File: src/hdl/pxfr_pkg.sv
// Shared constants and controller/datapath handshake types for the frame receiver.
package pxfr_pkg;

  localparam int unsigned BufBytes = 64;
  localparam int unsigned PosW     = $clog2(BufBytes);
  localparam int unsigned HdrBytes = 3;

  localparam logic [7:0] HdrFirst  = 8'h64;  // 'd'
  localparam logic [7:0] HdrSecond = 8'h78;  // 'x'
  localparam logic [7:0] MaxLenExc = 8'(BufBytes - HdrBytes);

  localparam logic ReqData   = 1'b0;
  localparam logic ReqStatus = 1'b1;

  localparam logic KindFrame  = 1'b0;
  localparam logic KindStatus = 1'b1;

  typedef enum logic [2:0] {
    StIdle = 3'b001,
    StRead = 3'b010,
    StShow = 3'b100
  } ctrl_state_e;

  typedef struct packed {
    logic take;  // input beat accepted this cycle
    logic show;  // load next replay byte into the output register
  } cmd_t;

  typedef struct packed {
    logic good_end;  // current data beat closes a frame with zero checksum
    logic out_free;  // output register can be loaded this cycle
    logic idx_last;  // replay index points at the final frame byte
  } sts_t;

endpackage

File: src/hdl/pxfr_datapath.sv
// Datapath: header window, checksum, frame store, replay index and output register.
module pxfr_datapath (
  input  logic                clk_i,
  input  logic                rst_ni,
  input  logic                req_type_i,
  input  logic [7:0]          rx_byte_i,
  input  logic                out_ready_i,
  input  pxfr_pkg::cmd_t      cmd_i,
  output pxfr_pkg::sts_t      sts_o,
  output logic                out_valid_o,
  output logic                out_kind_o,
  output logic [7:0]          out_byte_o,
  output logic                ack_ok_o,
  output logic                frame_last_o
);

  logic                      in_payload_q, in_payload_d;
  logic [pxfr_pkg::PosW-1:0] wpos_q, wpos_d;
  logic [pxfr_pkg::PosW-1:0] left_q, left_d;
  logic [7:0]                xor_q, xor_d;
  logic                      ack_q, ack_d;
  logic [pxfr_pkg::PosW-1:0] idx_q, idx_d;
  logic                      out_valid_q, out_valid_d;

  logic [7:0] hdr_q [pxfr_pkg::HdrBytes];
  logic [7:0] hdr_d [pxfr_pkg::HdrBytes];
  logic [7:0] mem_q [pxfr_pkg::BufBytes];
  logic [7:0] rdata_q;

  logic       out_kind_q, out_ack_q, out_last_q;
  logic [7:0] out_byte_q;
  logic [7:0] replay_byte;

  logic take_data, take_status, mem_we, load_out, hdr_good;
  logic [7:0] xor_next;

  assign take_data   = cmd_i.take && (req_type_i == pxfr_pkg::ReqData);
  assign take_status = cmd_i.take && (req_type_i == pxfr_pkg::ReqStatus);
  assign xor_next    = xor_q ^ rx_byte_i;
  assign mem_we      = take_data && in_payload_q;
  assign load_out    = take_status || cmd_i.show;

  // header check on the third window byte (rx_byte_i is the length)
  assign hdr_good = (hdr_q[0] == pxfr_pkg::HdrFirst) && (hdr_q[1] == pxfr_pkg::HdrSecond) &&
                    (rx_byte_i != 8'd0) && (rx_byte_i < pxfr_pkg::MaxLenExc);

  assign sts_o.good_end = (req_type_i == pxfr_pkg::ReqData) && in_payload_q &&
                          (left_q == pxfr_pkg::PosW'(1)) && (xor_next == 8'd0);
  assign sts_o.out_free = !out_valid_q || out_ready_i;
  assign sts_o.idx_last = (idx_q == wpos_q - pxfr_pkg::PosW'(1));

  always_comb begin
    in_payload_d = in_payload_q;
    wpos_d       = wpos_q;
    left_d       = left_q;
    xor_d        = xor_q;
    ack_d        = ack_q;
    hdr_d        = hdr_q;
    if (take_status) begin
      ack_d = 1'b0;
    end else if (take_data && !in_payload_q) begin
      for (int k = 0; k < pxfr_pkg::HdrBytes; k++) begin
        if (wpos_q == pxfr_pkg::PosW'(k)) begin
          hdr_d[k] = rx_byte_i;
        end
      end
      wpos_d = wpos_q + pxfr_pkg::PosW'(1);
      if (wpos_q == pxfr_pkg::PosW'(pxfr_pkg::HdrBytes - 1)) begin
        if (hdr_good) begin
          left_d       = rx_byte_i[pxfr_pkg::PosW-1:0];
          xor_d        = rx_byte_i;
          in_payload_d = 1'b1;
        end else begin
          // slide the window by one byte
          hdr_d[0] = hdr_q[1];
          hdr_d[1] = rx_byte_i;
          wpos_d   = pxfr_pkg::PosW'(pxfr_pkg::HdrBytes - 1);
        end
      end
    end else if (take_data) begin
      xor_d  = xor_next;
      wpos_d = wpos_q + pxfr_pkg::PosW'(1);
      left_d = left_q - pxfr_pkg::PosW'(1);
      if (left_q == pxfr_pkg::PosW'(1)) begin
        in_payload_d = 1'b0;
        ack_d        = (xor_next == 8'd0);
        // good frame keeps its byte count for the replay
        if (xor_next != 8'd0) begin
          wpos_d = '0;
        end
      end
    end else if (cmd_i.show && sts_o.idx_last) begin
      wpos_d = '0;
    end
  end

  always_comb begin
    idx_d = idx_q;
    if (cmd_i.take) begin
      idx_d = '0;
    end else if (cmd_i.show) begin
      idx_d = idx_q + pxfr_pkg::PosW'(1);
    end
  end

  always_comb begin
    out_valid_d = out_valid_q;
    if (load_out) begin
      out_valid_d = 1'b1;
    end else if (out_ready_i) begin
      out_valid_d = 1'b0;
    end
  end

  always_comb begin
    priority if (idx_q == pxfr_pkg::PosW'(0)) begin
      replay_byte = hdr_q[0];
    end else if (idx_q == pxfr_pkg::PosW'(1)) begin
      replay_byte = hdr_q[1];
    end else if (idx_q == pxfr_pkg::PosW'(2)) begin
      replay_byte = hdr_q[2];
    end else begin
      replay_byte = rdata_q;
    end
  end

  always_ff @(posedge clk_i or negedge rst_ni) begin
    if (!rst_ni) begin
      in_payload_q <= 1'b0;
      wpos_q       <= '0;
      left_q       <= '0;
      xor_q        <= '0;
      ack_q        <= 1'b0;
      idx_q        <= '0;
      out_valid_q  <= 1'b0;
    end else begin
      in_payload_q <= in_payload_d;
      wpos_q       <= wpos_d;
      left_q       <= left_d;
      xor_q        <= xor_d;
      ack_q        <= ack_d;
      idx_q        <= idx_d;
      out_valid_q  <= out_valid_d;
    end
  end

  always_ff @(posedge clk_i) begin
    hdr_q <= hdr_d;
  end

  // frame store: one write port, one registered read port
  always_ff @(posedge clk_i) begin
    if (mem_we) begin
      mem_q[wpos_q] <= rx_byte_i;
    end
    rdata_q <= mem_q[idx_q];
  end

  always_ff @(posedge clk_i) begin
    if (take_status) begin
      out_kind_q <= pxfr_pkg::KindStatus;
      out_byte_q <= 8'd0;
      out_ack_q  <= ack_q;
      out_last_q <= 1'b1;
    end else if (cmd_i.show) begin
      out_kind_q <= pxfr_pkg::KindFrame;
      out_byte_q <= replay_byte;
      out_ack_q  <= 1'b0;
      out_last_q <= sts_o.idx_last;
    end
  end

  assign out_valid_o  = out_valid_q;
  assign out_kind_o   = out_kind_q;
  assign out_byte_o   = out_byte_q;
  assign ack_ok_o     = out_ack_q;
  assign frame_last_o = out_last_q;

`ifndef ASSERT_OFF
  a_payload_pos: assert property (@(posedge clk_i) disable iff (!rst_ni)
    in_payload_q |-> (wpos_q >= pxfr_pkg::PosW'(pxfr_pkg::HdrBytes) && left_q != '0))
    else $error("payload collection with bad position or count");

  a_show_in_range: assert property (@(posedge clk_i) disable iff (!rst_ni)
    cmd_i.show |-> (idx_q < wpos_q && !in_payload_q))
    else $error("replay index beyond frame");

  a_load_free: assert property (@(posedge clk_i) disable iff (!rst_ni)
    load_out |-> (!out_valid_q || out_ready_i))
    else $error("output register overwritten");
`endif

endmodule

File: src/hdl/pxfr_ctrl.sv
// Controller: input handshake and frame replay sequencing.
module pxfr_ctrl (
  input  logic           clk_i,
  input  logic           rst_ni,
  input  logic           in_valid_i,
  input  logic           req_type_i,
  output logic           in_ready_o,
  input  pxfr_pkg::sts_t sts_i,
  output pxfr_pkg::cmd_t cmd_o
);

  pxfr_pkg::ctrl_state_e state_q, state_d;

  always_comb begin
    in_ready_o = (state_q == pxfr_pkg::StIdle) &&
                 ((req_type_i == pxfr_pkg::ReqData) || sts_i.out_free);
    cmd_o.take = in_valid_i && in_ready_o;
    cmd_o.show = 1'b0;
    state_d    = state_q;
    unique case (state_q)
      pxfr_pkg::StIdle: begin
        if (cmd_o.take && sts_i.good_end) begin
          state_d = pxfr_pkg::StRead;
        end
      end
      pxfr_pkg::StRead: begin
        state_d = pxfr_pkg::StShow;
      end
      pxfr_pkg::StShow: begin
        if (sts_i.out_free) begin
          cmd_o.show = 1'b1;
          state_d    = sts_i.idx_last ? pxfr_pkg::StIdle : pxfr_pkg::StRead;
        end
      end
      default: begin
        state_d = pxfr_pkg::StIdle;
      end
    endcase
  end

  always_ff @(posedge clk_i or negedge rst_ni) begin
    if (!rst_ni) begin
      state_q <= pxfr_pkg::StIdle;
    end else begin
      state_q <= state_d;
    end
  end

endmodule

File: src/hdl/preamble_xor_frame_receiver.sv
// Top level of the preamble/length/XOR frame receiver.
// A status reply is on the output in the cycle after its beat is taken.
// After its last payload beat a good frame is replayed, header included, and no
// input is taken; each byte is a store read, then an output register load.
// Throughput: one input beat per cycle outside replay; status waits on out_free.
// Reset: async active low clears control state; the frame store is not cleared.
module preamble_xor_frame_receiver (
  input  logic       clk_i,
  input  logic       rst_ni,
  input  logic       in_valid_i,
  output logic       in_ready_o,
  input  logic       req_type_i,
  input  logic [7:0] rx_byte_i,
  output logic       out_valid_o,
  input  logic       out_ready_i,
  output logic       out_kind_o,
  output logic [7:0] out_byte_o,
  output logic       ack_ok_o,
  output logic       frame_last_o
);

  // Controller owns the input handshake and the replay sequence; the
  // datapath owns the header window, checksum, store and output beat.
  pxfr_pkg::cmd_t cmd;
  pxfr_pkg::sts_t sts;

  pxfr_ctrl u_ctrl (
    .clk_i      (clk_i),
    .rst_ni     (rst_ni),
    .in_valid_i (in_valid_i),
    .req_type_i (req_type_i),
    .in_ready_o (in_ready_o),
    .sts_i      (sts),
    .cmd_o      (cmd)
  );

  // Status reads need the output register; data beats never wait on it.
  pxfr_datapath u_datapath (
    .clk_i        (clk_i),
    .rst_ni       (rst_ni),
    .req_type_i   (req_type_i),
    .rx_byte_i    (rx_byte_i),
    .out_ready_i  (out_ready_i),
    .cmd_i        (cmd),
    .sts_o        (sts),
    .out_valid_o  (out_valid_o),
    .out_kind_o   (out_kind_o),
    .out_byte_o   (out_byte_o),
    .ack_ok_o     (ack_ok_o),
    .frame_last_o (frame_last_o)
  );

endmodule

File: config.mk
export PLATFORM = sky130hd
export DESIGN_NAME = preamble_xor_frame_receiver
export DESIGN_NICKNAME = d
export VERILOG_FILES = /design/src/hdl/pxfr_pkg.sv /design/src/hdl/pxfr_datapath.sv /design/src/hdl/pxfr_ctrl.sv /design/src/hdl/preamble_xor_frame_receiver.sv
export SDC_FILE = /design/constraint.sdc
export NUM_CORES = 1
export LEC_CHECK = 0
export CAP_MARGIN = 40
export CORE_MARGIN = 2
export CORE_UTILIZATION = 35
export DETAILED_ROUTE_END_ITERATION = 6
export DONT_BUFFER_PORTS = 1
export MAX_ROUTING_LAYER = met4
export PLACE_DENSITY = 0.58
export SLEW_MARGIN = 20
export SYNTH_ARGS = -nofsm -noshare
export SYNTH_HDL_FRONTEND = slang
export SYNTH_SLANG_ARGS = --single-unit
File: constraint.sdc
create_clock -name clk_i -period 6.3 [get_ports clk_i]
set_input_delay 1.26 -clock clk_i [delete_from_list [all_inputs] [get_ports clk_i]]
set_output_delay 1.26 -clock clk_i [all_outputs]
set_load 0.01 [all_outputs]
==> results.md, run 1 <==
- CP Data Arrival Time: 4040 ps
- CP dominant cell by count: nand2_1
- Clk pwr share: 0.412
- Setup_tns: 0 ps
- Power density cells: 311.5 nW/µm²
- R2R setup slack: 2500 ps
- Synth cell types: 64
- Post-synth EDFFs: 537
- Fmax achieved: 262.9 MHz
- Cell Area, Synth: 23690 µm²
- Postcts setup bufs: 0
- DP Area: 24560 µm²
- Final critical-path share of the clock period: 0.6037
- Sw Ratio: 0.2185
- Main synth FF type: edfxtp_1
- Detailed placement HPWL: 33690 µm
- Sw power: 1798 µW
- Vias in the first global route: 12.49k
- Setup crit end kind: flip-flop
- Gr ovfl total: 0
- WP data required: 6540 ps
- Worst vdd ir: 0.1788 mV
- RR Startpoint: u_ctrl.state_q[0]
- Port-buffer cells: 0
- Status: complete, no violations
- CTS buffer count: 58
- Clock Tree Buf Depth: 3
- Slew @ Worst Pin: 893.9 ps
- Initial antenna violation count: 0
- Final Cell Area: 26420 µm²
- Initial DRC count: 1369
- Seq pwr share: 0.534
- Crit Path Class: reg -> reg
- Reg2reg path depth: 6
- Placed cells: 2137
- Largest net degree at the start of global routing: 149
- Final GP Congestion: 0.8008
- Diode count: 0
- Root Buffer: clkbuf_16
- Row cnt: 95
- Skew final: 42.75 ps
- Resized Gates After CTS: 0
- Via-per-instance ratio: 5.542
- Finished Layout Cells: 2246
- Total number of vias: 12.45k
- Clk Latency, worst-skew pair: 650 ps
- WL final: 57750 µm
- CTS tree: built
- Worst path max stage delay: 700 ps
- Final #Nets: 1348
- Comb pwr share: 0.054
- Total clock sinks: 587
- Max-cap violations: 0
- Clock transition at the registers of the reported paths: 60 ps
- Final hold violations: 0
- Cell leakage power: 0.008019 µW
- Crit path launch type: flip-flop
- Detail Route Antenna Nets: 0
- DRT Pass-1 Iters: 5
- Worst relative slew slack: 0.4041
- Die Span Y: 264.2 µm
- CP cell instances: or3b_1 -> nor3b_4 -> nand2_1 -> nor2_4 -> nand2_1 -> nor2_1
- Ports: 26
- Cell count along the critical path: 6
- CP max-delay cell: nor2_1
- Buf/Inv on CP: 0
- Crit Path Max Fanout: 17
- GRT Util Overall: 0.1708
- H-tree depth: 2
- First-pass GRT wire length: 84780 µm
- RSZ-0062 raised after global routing: no
- Setup violators final: 0
- DR WL/cell: 25.71 µm
- CTS Hold Bufs: 0
- Final Slew Violations: 0
- Ys Warns: 0
- Int Pwr: 6432 µW
- Die W: 264.2 µm
- Die Area: 69780 µm²
- Type of the worst min-delay path: in -> async
- Layout area overhead: 11.53%
- Fin crit period: 3803 ps
- RR Endpoint: u_datapath.mem_q[5][1]
- Share of cells above drive strength 1: 0.1690
- DRC: 0
- Sequential-to-total area share from yosys stat: 0.7298
- CP top delay family: simple AND/OR/NAND/NOR gates
- FF+latch count, synth: 587
- Starting Density: 0.3534
- Syn Inst Count: 1331
- Core Box Area: 67040 µm²
- Share of flip-flops with an asynchronous set or reset: 0.05451
- Net count after synthesis: 1354
- Syn Area/Cell: 17.80 µm²
==> worst register-to-register path, delay by kind of cell, from the launching register on <==
| kind | cells | cell delay [ps] |
|---|---|---|
| simple gates | 6 | 2870 |
| flops | 1 | 570 |
==> cells in the final DEF (no fill, tap or decap), types with 4 or more instances in the layout <==
| cell type | count |
|---|---|
| a211oi_1 | 23 |
| a21oi_1 | 49 |
| a221o_1 | 9 |
| a22oi_1 | 8 |
| buf_4 | 4 |
| bufinv_16 | 5 |
| clkbuf_1 | 16 |
| clkbuf_16 | 59 |
| clkinv_1 | 12 |
| clkinv_2 | 11 |
| dfrtp_1 | 29 |
| dfxtp_1 | 18 |
| edfxtp_1 | 537 |
| ha_1 | 10 |
| inv_1 | 9 |
| mux2_2 | 6 |
| mux2i_1 | 51 |
| mux4_2 | 114 |
| nand2_1 | 48 |
| nand2b_1 | 12 |
| nand3_1 | 18 |
| nand3b_1 | 6 |
| nand4_1 | 8 |
| nor2_1 | 122 |
| nor2b_1 | 4 |
| nor3_1 | 13 |
| o211ai_1 | 9 |
| o21ai_0 | 26 |
| o22ai_1 | 43 |
| or3_1 | 7 |
| or3b_2 | 4 |
| xnor2_1 | 15 |
| xor2_1 | 8 |
==> area by class of cell <==
type | instances | area (µm²)
fill | 5987 | 40620
timing repair buffer | 8 | 102.6
sequential | 587 | 17300
multi-input combinational | 661 | 6037
inverter | 9 | 33.78
clock inverter | 33 | 322.8
clock buffer | 75 | 1536
tap | 873 | 1092
==> power groups by stage <==
stage                     registers [µW]  logic (µW)  clock network [µW]
final                               4400         443                3390
after CTS                           4390         436                3460
after detailed placement            4480         435                   0
after global routing                4400         479                3620
after floorplan                     4430         388                   0
after global placement              4470         429                   0
==> registers in the layout, summed over array words and instances (netlist names), 3 cells and up <==
signal                 cells
u_datapath.wpos_q          6
u_datapath.out_byte_o      8
u_datapath.mem_q         512
u_datapath.rdata_q         8
u_datapath.left_q          6
u_datapath.hdr_q          24
u_ctrl.state_q             3
u_datapath.idx_q           6
u_datapath.xor_q           8
==> how the worst max path moves through the flow <==
stage	start	end	slack [ps]
global placement	req_type_i	u_datapath.mem_q[29][2]	2310
CTS	u_ctrl.state_q[0]	u_datapath.mem_q[29][4]	2530
floorplan	rx_byte_i[7]	u_datapath.hdr_q[10]	3220
global route	u_ctrl.state_q[0]	u_datapath.mem_q[5][2]	2300
detailed placement	req_type_i	u_datapath.mem_q[29][0]	2280
finish	u_ctrl.state_q[0]	u_datapath.mem_q[5][1]	2500
==> cell families after synthesis <==
kind of cell,share of synthesized area
XOR/XNOR,0.008504
flip-flops,0.7298
adder cells (fa/ha/maj),0.005282
AO/OA/AOI/OAI,0.05102
AND/OR/NAND/NOR,0.05725
multiplexers,0.1328
buffers and inverters,0.01537
==> per-stage QoR <==
step                hold slack [ps]  total power [µW]    util  worst slack (ps)
global placement              486.0              4904  0.3659              2307
floorplan                     463.6              4821       -              3216
finish                        319.6              8230  0.3941              2497
CTS                           283.7              8291  0.3940              2530
global route                  294.3              8497  0.3941              2304
detailed placement            497.9              4911  0.3663              2285
==> routing by layer <==
metal,vias up,global-route usage,part of all wire
met5,-,-,0
met4,0,0.06081,0.031
met3,115,0.03477,0.074
met2,532,0.2538,0.45
met1,6464,0.2338,0.44
li1,5336,-,-
==> Yosys cell counts (9+ instances only) <==
| cell type | n | area [µm²] |
|---|---|---|
| edfxtp_1 | 537 | 16130 |
| nor2_1 | 122 | 457.9 |
| mux4_2 | 114 | 2567 |
| mux2i_1 | 51 | 510.5 |
| a21oi_1 | 49 | 245.2 |
| nand2_1 | 48 | 180.2 |
| o22ai_1 | 43 | 269.0 |
| clkbuf_1 | 31 | 116.4 |
| dfrtp_1 | 31 | 775.7 |
| buf_2 | 29 | 145.1 |
| o21ai_0 | 26 | 130.1 |
| a211oi_1 | 23 | 172.7 |
| dfxtp_1 | 18 | 360.4 |
| nand3_1 | 18 | 90.09 |
| xnor2_1 | 15 | 131.4 |
| nor3_1 | 13 | 65.06 |
| nand2b_1 | 12 | 75.07 |
| buf_1 | 10 | 37.54 |
| ha_1 | 10 | 125.1 |
| a221o_1 | 9 | 90.09 |
| inv_1 | 9 | 33.78 |
| o211ai_1 | 9 | 67.56 |
Note: power is estimated with default switching activity, not from simulation.
==> run 2: changes to the inputs <==
==> constraint.sdc (replaced) <==
create_clock -name clk_i -period 3.5 [get_ports clk_i]
set_input_delay 0.7 -clock clk_i [delete_from_list [all_inputs] [get_ports clk_i]]
set_output_delay 0.7 -clock clk_i [all_outputs]
set_load 0.01 [all_outputs]
==> results.md, run 2 (synthesized netlist as in run 1, its figures left out) <==
- GRT Util Overall: 0.1669 (-0.003885)
- CTS tree: built
- Worst relative slew slack: 0.4682 (+0.06410)
- Root Buffer: clkbuf_16
- R2R setup slack: 590 ps (-1900 ps)
- Commonest non-fill, non-tap cells in the layout: 537 x edfxtp_1, 122 x nor2_1, 114 x mux4_2
- Detail Route Antenna Nets: 0 (unchanged)
- Fill cell count: 5998 (+0.18%)
- Final Slew Violations: 0 (unchanged)
- Skew final: 13.54 ps (-29.21 ps)
- Int Pwr: 12090 µW (+88%)
- Buf/Inv on CP: 1 (+1)
- Total clock sinks: 587 (unchanged)
- Die Area: 69780 µm² (unchanged)
- Worst vdd ir: 0.3628 mV (+100%)
- Cell count along the critical path: 7 (+1)
- Fin crit period: 2908 ps (-895.3 ps)
- Die Span Y: 264.2 µm (unchanged)
- Biggest regs: u_datapath.mem_q: 512 flops, u_datapath.hdr_q: 24 flops
- CTS Hold Bufs: 2 (+2)
- Crit path launch: u_ctrl.state_q[0]
- Setup crit end kind: flip-flop
- WP data required: 3820 ps (-2720 ps)
- Final critical-path share of the clock period: 0.8308 (+0.2272)
- Hold path start: rx_byte_i[7]
- Port-buffer cells: 0 (unchanged)
- Setup_tns: 0 ps (unchanged)
- Type of the worst min-delay path: in -> reg
- Initial antenna violation count: 0 (unchanged)
- GR Util met1: 0.2308 (-0.003044)
- Clock Tree Buf Depth: 3 (unchanged)
- Gr ovfl total: 0 (unchanged)
- Setup violators final: 0 (unchanged)
- Layout area overhead: 15.27%
- Clock transition at the registers of the reported paths: 60 ps (about the same)
- Most common cell after layout, fill and taps aside: edfxtp_1
- CP top delay family: simple AND/OR/NAND/NOR gates
- Clk pwr share: 0.432 (+0.020)
- Status: complete, no violations
- RR Endpoint: u_datapath.mem_q[1][4]
- Comb pwr share: 0.055 (about the same)
- DRT Pass-1 Iters: 5 (unchanged)
- Crit Path Max Fanout: 8 (-9)
- Final GP Congestion: 0.7991 (-0.21%)
- CP dominant cell by count: nand2_1
- Fmax achieved: 343.9 MHz (+31%)
- Seq pwr share: 0.513 (-0.021)
- CP cell instances: or3b_1 -> nor3b_4 -> nand2_1 -> nor2_4 -> nand2_1 -> nor2_1 -> buf_4
- CTS buffer count: 60 (+3.4%)
- Cell leakage power: 0.008593 µW (+7.2%)
- Crit Path Class: reg -> reg
- Final hold violations: 0 (unchanged)
- DRC: 0 (unchanged)
- Ports: 26 (unchanged)
- Total number of vias: 12.48k (+0.28%)
- Row cnt: 95 (unchanged)
- Initial DRC count: 1406 (+2.7%)
- Via-per-instance ratio: 5.346 (-3.5%)
- Max-cap violations: 0 (unchanged)
- Crit path to: u_datapath.mem_q[1][4]
- CP Data Arrival Time: 3230 ps (-810 ps)
- Finished Layout Cells: 2335 (+4.0%)
- Share of cells above drive strength 1: 0.2257 (+0.05675)
- Starting Density: 0.3534 (unchanged)
- Worst path max stage delay: 570 ps (-130 ps)
- WL final: 56550 µm (-2.1%)
- Diode count: 0 (unchanged)
- Vias in the first global route: 12.64k (+1.2%)
- Largest net degree at the start of global routing: 76 (-49%)
- Postcts setup bufs: 0 (unchanged)
- Most Crowded Layer GR: met2
- Detailed placement HPWL: 34500 µm (+2.4%)
- CP max-delay cell: dfstp_2
- Power density cells: 562.2 nW/µm² (+80%)
- Reg2reg path depth: 7 (+1)
- Sw Ratio: 0.2126 (-0.005898)
- Clk Latency, worst-skew pair: 630 ps (-20 ps)
- GR Layer Usage met2: 0.2497 (-0.004054)
- GR Util met3: 0.03029 (-0.004474)
- Number of flip-flops in the largest register: 512 (unchanged)
- H-tree depth: 2 (unchanged)
- Slew @ Worst Pin: 797.8 ps (-96.15 ps)
- Crit path launch type: flip-flop
- Final #Nets: 1436 (+6.5%)
- Sw power: 3263 µW (+81%)
- DR WL/cell: 24.22 µm (-5.8%)
- First-pass GRT wire length: 84020 µm (-0.90%)
- Core Box Area: 67040 µm² (unchanged)
- Placed cells: 2222 (+4.0%)
- Most flops, register: u_datapath.mem_q
- RR Startpoint: u_ctrl.state_q[0]
- Die W: 264.2 µm (unchanged)
- RSZ-0062 raised after global routing: no
- Resized Gates After CTS: 0 (unchanged)
## run 2: cell count changes in the layout (fill, tap and decap cells not counted), moves of 4 or more
cell / previous run / this run
bufinv_16: 5 / 10
buf_4: 4 / 86
clkbuf_1: 16 / 10
buf_12: 2 / 7
clkinv_1: 12 / 8
## run 2: cell type report
type	instances	area (µm²)	share of cell area
well taps	873	1092	0.04000
clock inverters	39	464.2	0.01700
repair buffers	94	795.8	0.02914
flip-flops and latches	587	17300	0.6334
inverters	9	33.78	0.001237
multi-input cells	661	6037	0.2211
clock buffers	72	1589	0.05819
## run 2: power by group through the flow
stage	Clock, µW	Combinational (µW)	Sequential, µW
floorplan	0	699	7980
finish	6630	845	7870
global placement	0	804	8010
global route	7050	921	7880
CTS	6770	841	7870
detailed placement	0	824	8020
## run 2: stage by stage
stage	hold WS (ps)	util	cell area, µm²	setup slack [ps]	total power [µW]
after global placement	405.3	0.3763	25220	605.1	8817
after CTS	146.9	0.4073	27310	580.7	15480
after detailed placement	405.1	0.3763	25220	609.4	8841
after global routing	157.3	0.4073	27310	422.0	15840
after floorplan	404.4	-	23690	885.3	8677
final	182.9	0.4073	27310	592.1	15350
## run 2: worst min-delay path by stage
| stage | to | slack [ps] | cells past startpoint |
|---|---|---|---|
| after floorplan | u_ctrl.state_q[1] | 400 | 0 |
| after global placement | u_datapath.out_valid_o | 410 | 0 |
| after detailed placement | u_datapath.out_valid_o | 410 | 0 |
| after CTS | u_datapath.mem_q[53][7] | 150 | 0 |
| after global routing | u_datapath.mem_q[46][7] | 160 | 0 |
| final | u_datapath.mem_q[53][7] | 180 | 0 |
## run 2: metal layers
metal / vias to the layer above / share of wire
met2: 404 / 0.46
met3: 98 / 0.063
met1: 6484 / 0.45
met5: - / 0
met4: 0 / 0.027
li1: 5496 / -
## run 2: worst register-to-register path, stage by stage, from the launching register on
cell and delay, ps:
dfstp_2 570, or3b_1 410, nor3b_4 220, nand2_1 260, nor2_4 220, nand2_1 460, nor2_1 260, buf_4 210
==> run 3: changes to the inputs <==
==> constraint.sdc (replaced) <==
create_clock -name clk_i -period 2.92 [get_ports clk_i]
set_input_delay 0.584 -clock clk_i [delete_from_list [all_inputs] [get_ports clk_i]]
set_output_delay 0.584 -clock clk_i [all_outputs]
set_load 0.01 [all_outputs]
==> results.md, run 3 (synthesized netlist as in run 1, its figures left out) <==
- Ports: 26 (unchanged)
- WP data required: 3230 ps (-590 ps)
- Max-cap violations: 0 (unchanged)
- Most flops, register: u_datapath.mem_q
- Largest net degree at the start of global routing: 76 (unchanged)
- Die Area: 69780 µm² (unchanged)
- Skew final: 27.07 ps (+13.53 ps)
- Buf/Inv on CP: 1 (unchanged)
- Die W: 264.2 µm (unchanged)
- Worst path max stage delay: 580 ps (about the same)
- CTS tree: built
- DR WL/cell: 23.21 µm (-4.2%)
- Initial DRC count: 938 (-33%)
- Placed cells: 2242 (+0.90%)
- Type of the worst min-delay path: in -> reg
- RSZ-0062 raised after global routing: no
- Cell leakage power: 0.008632 µW (+0.45%)
- Detail Route Antenna Nets: 0 (unchanged)
- Crit Path Class: reg -> reg
- CP Data Arrival Time: 3040 ps (-190 ps)
- Share of cells above drive strength 1: 0.2349 (+0.009217)
- Row cnt: 95 (unchanged)
- Setup_tns: 0 ps (unchanged)
- Diode count: 0 (unchanged)
- Biggest regs: u_datapath.mem_q: 512 flops, u_datapath.hdr_q: 24 flops
- Detailed placement HPWL: 32520 µm (-5.7%)
- Total clock sinks: 587 (unchanged)
- Final hold violations: 0 (unchanged)
- Vias in the first global route: 12.64k (+0.024%)
- CP max-delay cell: dfstp_2
- Failing checks: design-rule violations
- Final #Nets: 1453 (+1.2%)
- Number of flip-flops in the largest register: 512 (unchanged)
- Int Pwr: 14250 µW (+18%)
- Sw power: 3778 µW (+16%)
- Final worst slack: 198.9 ps (-393.2 ps)
- Setup crit end kind: flip-flop
- Clk pwr share: 0.419 (-0.013)
- Gr ovfl total: 0 (unchanged)
- CP top delay family: simple AND/OR/NAND/NOR gates
- Worst vdd ir: 0.5468 mV (+51%)
- GRT Util Overall: 0.1603 (-0.006586)
- Seq pwr share: 0.524 (+0.011)
- Finished Layout Cells: 2350 (+0.64%)
- Layout area overhead: 15.54%
- Total number of vias: 12.43k (-0.45%)
- Clock Tree Buf Depth: 3 (unchanged)
- Status: finished, violations left
- DRC: 1 (+1)
- Initial antenna violation count: 0 (unchanged)
- DRT Pass-1 Iters: 7 (+2)
- Clock transition at the registers of the reported paths: 70 ps (about the same)
- Power density cells: 658.5 nW/µm² (+17%)
- Setup violators final: 0 (unchanged)
- Crit path launch type: flip-flop
- Sw Ratio: 0.2096 (-0.002978)
- Most common cell after layout, fill and taps aside: edfxtp_1
- Fmax achieved: 367.5 MHz (+6.9%)
- Commonest non-fill, non-tap cells in the layout: 537 x edfxtp_1, 121 x nor2_1, 114 x mux4_2
- Final Cell Area: 27370 µm² (+0.23%)
- WL final: 54530 µm (-3.6%)
- Final GP Congestion: 0.8043 (+0.65%)
- Core Box Area: 67040 µm² (unchanged)
- DP Worst Slack: 75.93 ps (-533.5 ps)
- Clk Latency, worst-skew pair: 610 ps (-20 ps)
- Worst relative slew slack: 0.5394 (+0.07122)
- Starting Density: 0.3534 (unchanged)
- Final critical-path share of the clock period: 0.9319 (+0.1011)
- Via-per-instance ratio: 5.288 (-1.1%)
- Slew @ Worst Pin: 690.9 ps (-106.8 ps)
- Die Span Y: 264.2 µm (unchanged)
- CP cell instances: or3b_1 -> nor3b_4 -> nand2_1 -> nor2_4 -> nand2_2 -> nor2_1 -> buf_4
- Root Buffer: clkbuf_16
- Comb pwr share: 0.057 (+0.002)
- Postcts setup bufs: 0 (unchanged)
- Port-buffer cells: 0 (unchanged)
- Crit Path Max Fanout: 8 (unchanged)
- Final Slew Violations: 0 (unchanged)
- CTS buffer count: 57 (-5.0%)
- DP Area: 25390 µm² (+0.64%)
- Fin crit period: 2721 ps (-186.8 ps)
- H-tree depth: 2 (unchanged)
- First-pass GRT wire length: 81610 µm (-2.9%)
run 3: path summary, 6_finish.rpt:
kind | from | endpoint | slack [ps] | cells after the start
worst min-delay path | rx_byte_i[7] | u_datapath.mem_q[51][7] | 70 | 0
worst max-delay path | u_ctrl.state_q[0] | u_datapath.mem_q[12][7] | 200 | 7
max in group asynchronous | rst_ni | u_ctrl.state_q[0] | 2240 | 2
worst min register to register | u_datapath.ack_q | u_datapath.ack_q | 500 | 1
worst max register to register | u_ctrl.state_q[0] | u_datapath.mem_q[12][7] | 200 | 7
min in group asynchronous | rst_ni | u_ctrl.state_q[2] | 450 | 2
run 3: cell type report:
cell class                      instances  area (µm²)
Clock buffer                           73        1526
Multi-Input combinational cell        661        6060
Sequential cell                       587       17300
Inverter                                9       33.78
Timing Repair Buffer                  114       958.4
Tap cell                              873        1092
Clock inverter                         33       405.4
Fill cell                            5965       39670
run 3: power groups by stage:
stage | Clock, µW | Combinational (µW) | Sequential [µW]
global placement | 0 | 982 | 9610
global route | 8080 | 1130 | 9450
CTS | 7740 | 1020 | 9430
detailed placement | 0 | 1000 | 9610
floorplan | 0 | 837 | 9560
finish | 7550 | 1030 | 9440
run 3: what timing repair did:
item,4_1_cts,5_1_grt
endpoints found under the hold margin,32,0
hold buffers,2,0
setup endpoints to repair,0,144
resized for setup,0,5
run 3: layer usage:
layer	routed length, µm	track usage
met1	24310	0.2156
met2	26470	0.2561
met3	2745	0.02424
met4	1005	0.04177
met5	0	-
run 3: through the flow:
| step | utilization | power, µW | hold slack, ps |
|---|---|---|---|
| after floorplan | - | 10400 | 288.4 |
| after global placement | 0.3786 | 10590 | 289.2 |
| after detailed placement | 0.3787 | 10610 | 289.1 |
| after CTS | 0.4080 | 18200 | 34.16 |
| after global routing | 0.4083 | 18660 | 36.50 |
| final | 0.4083 | 18030 | 74.98 |
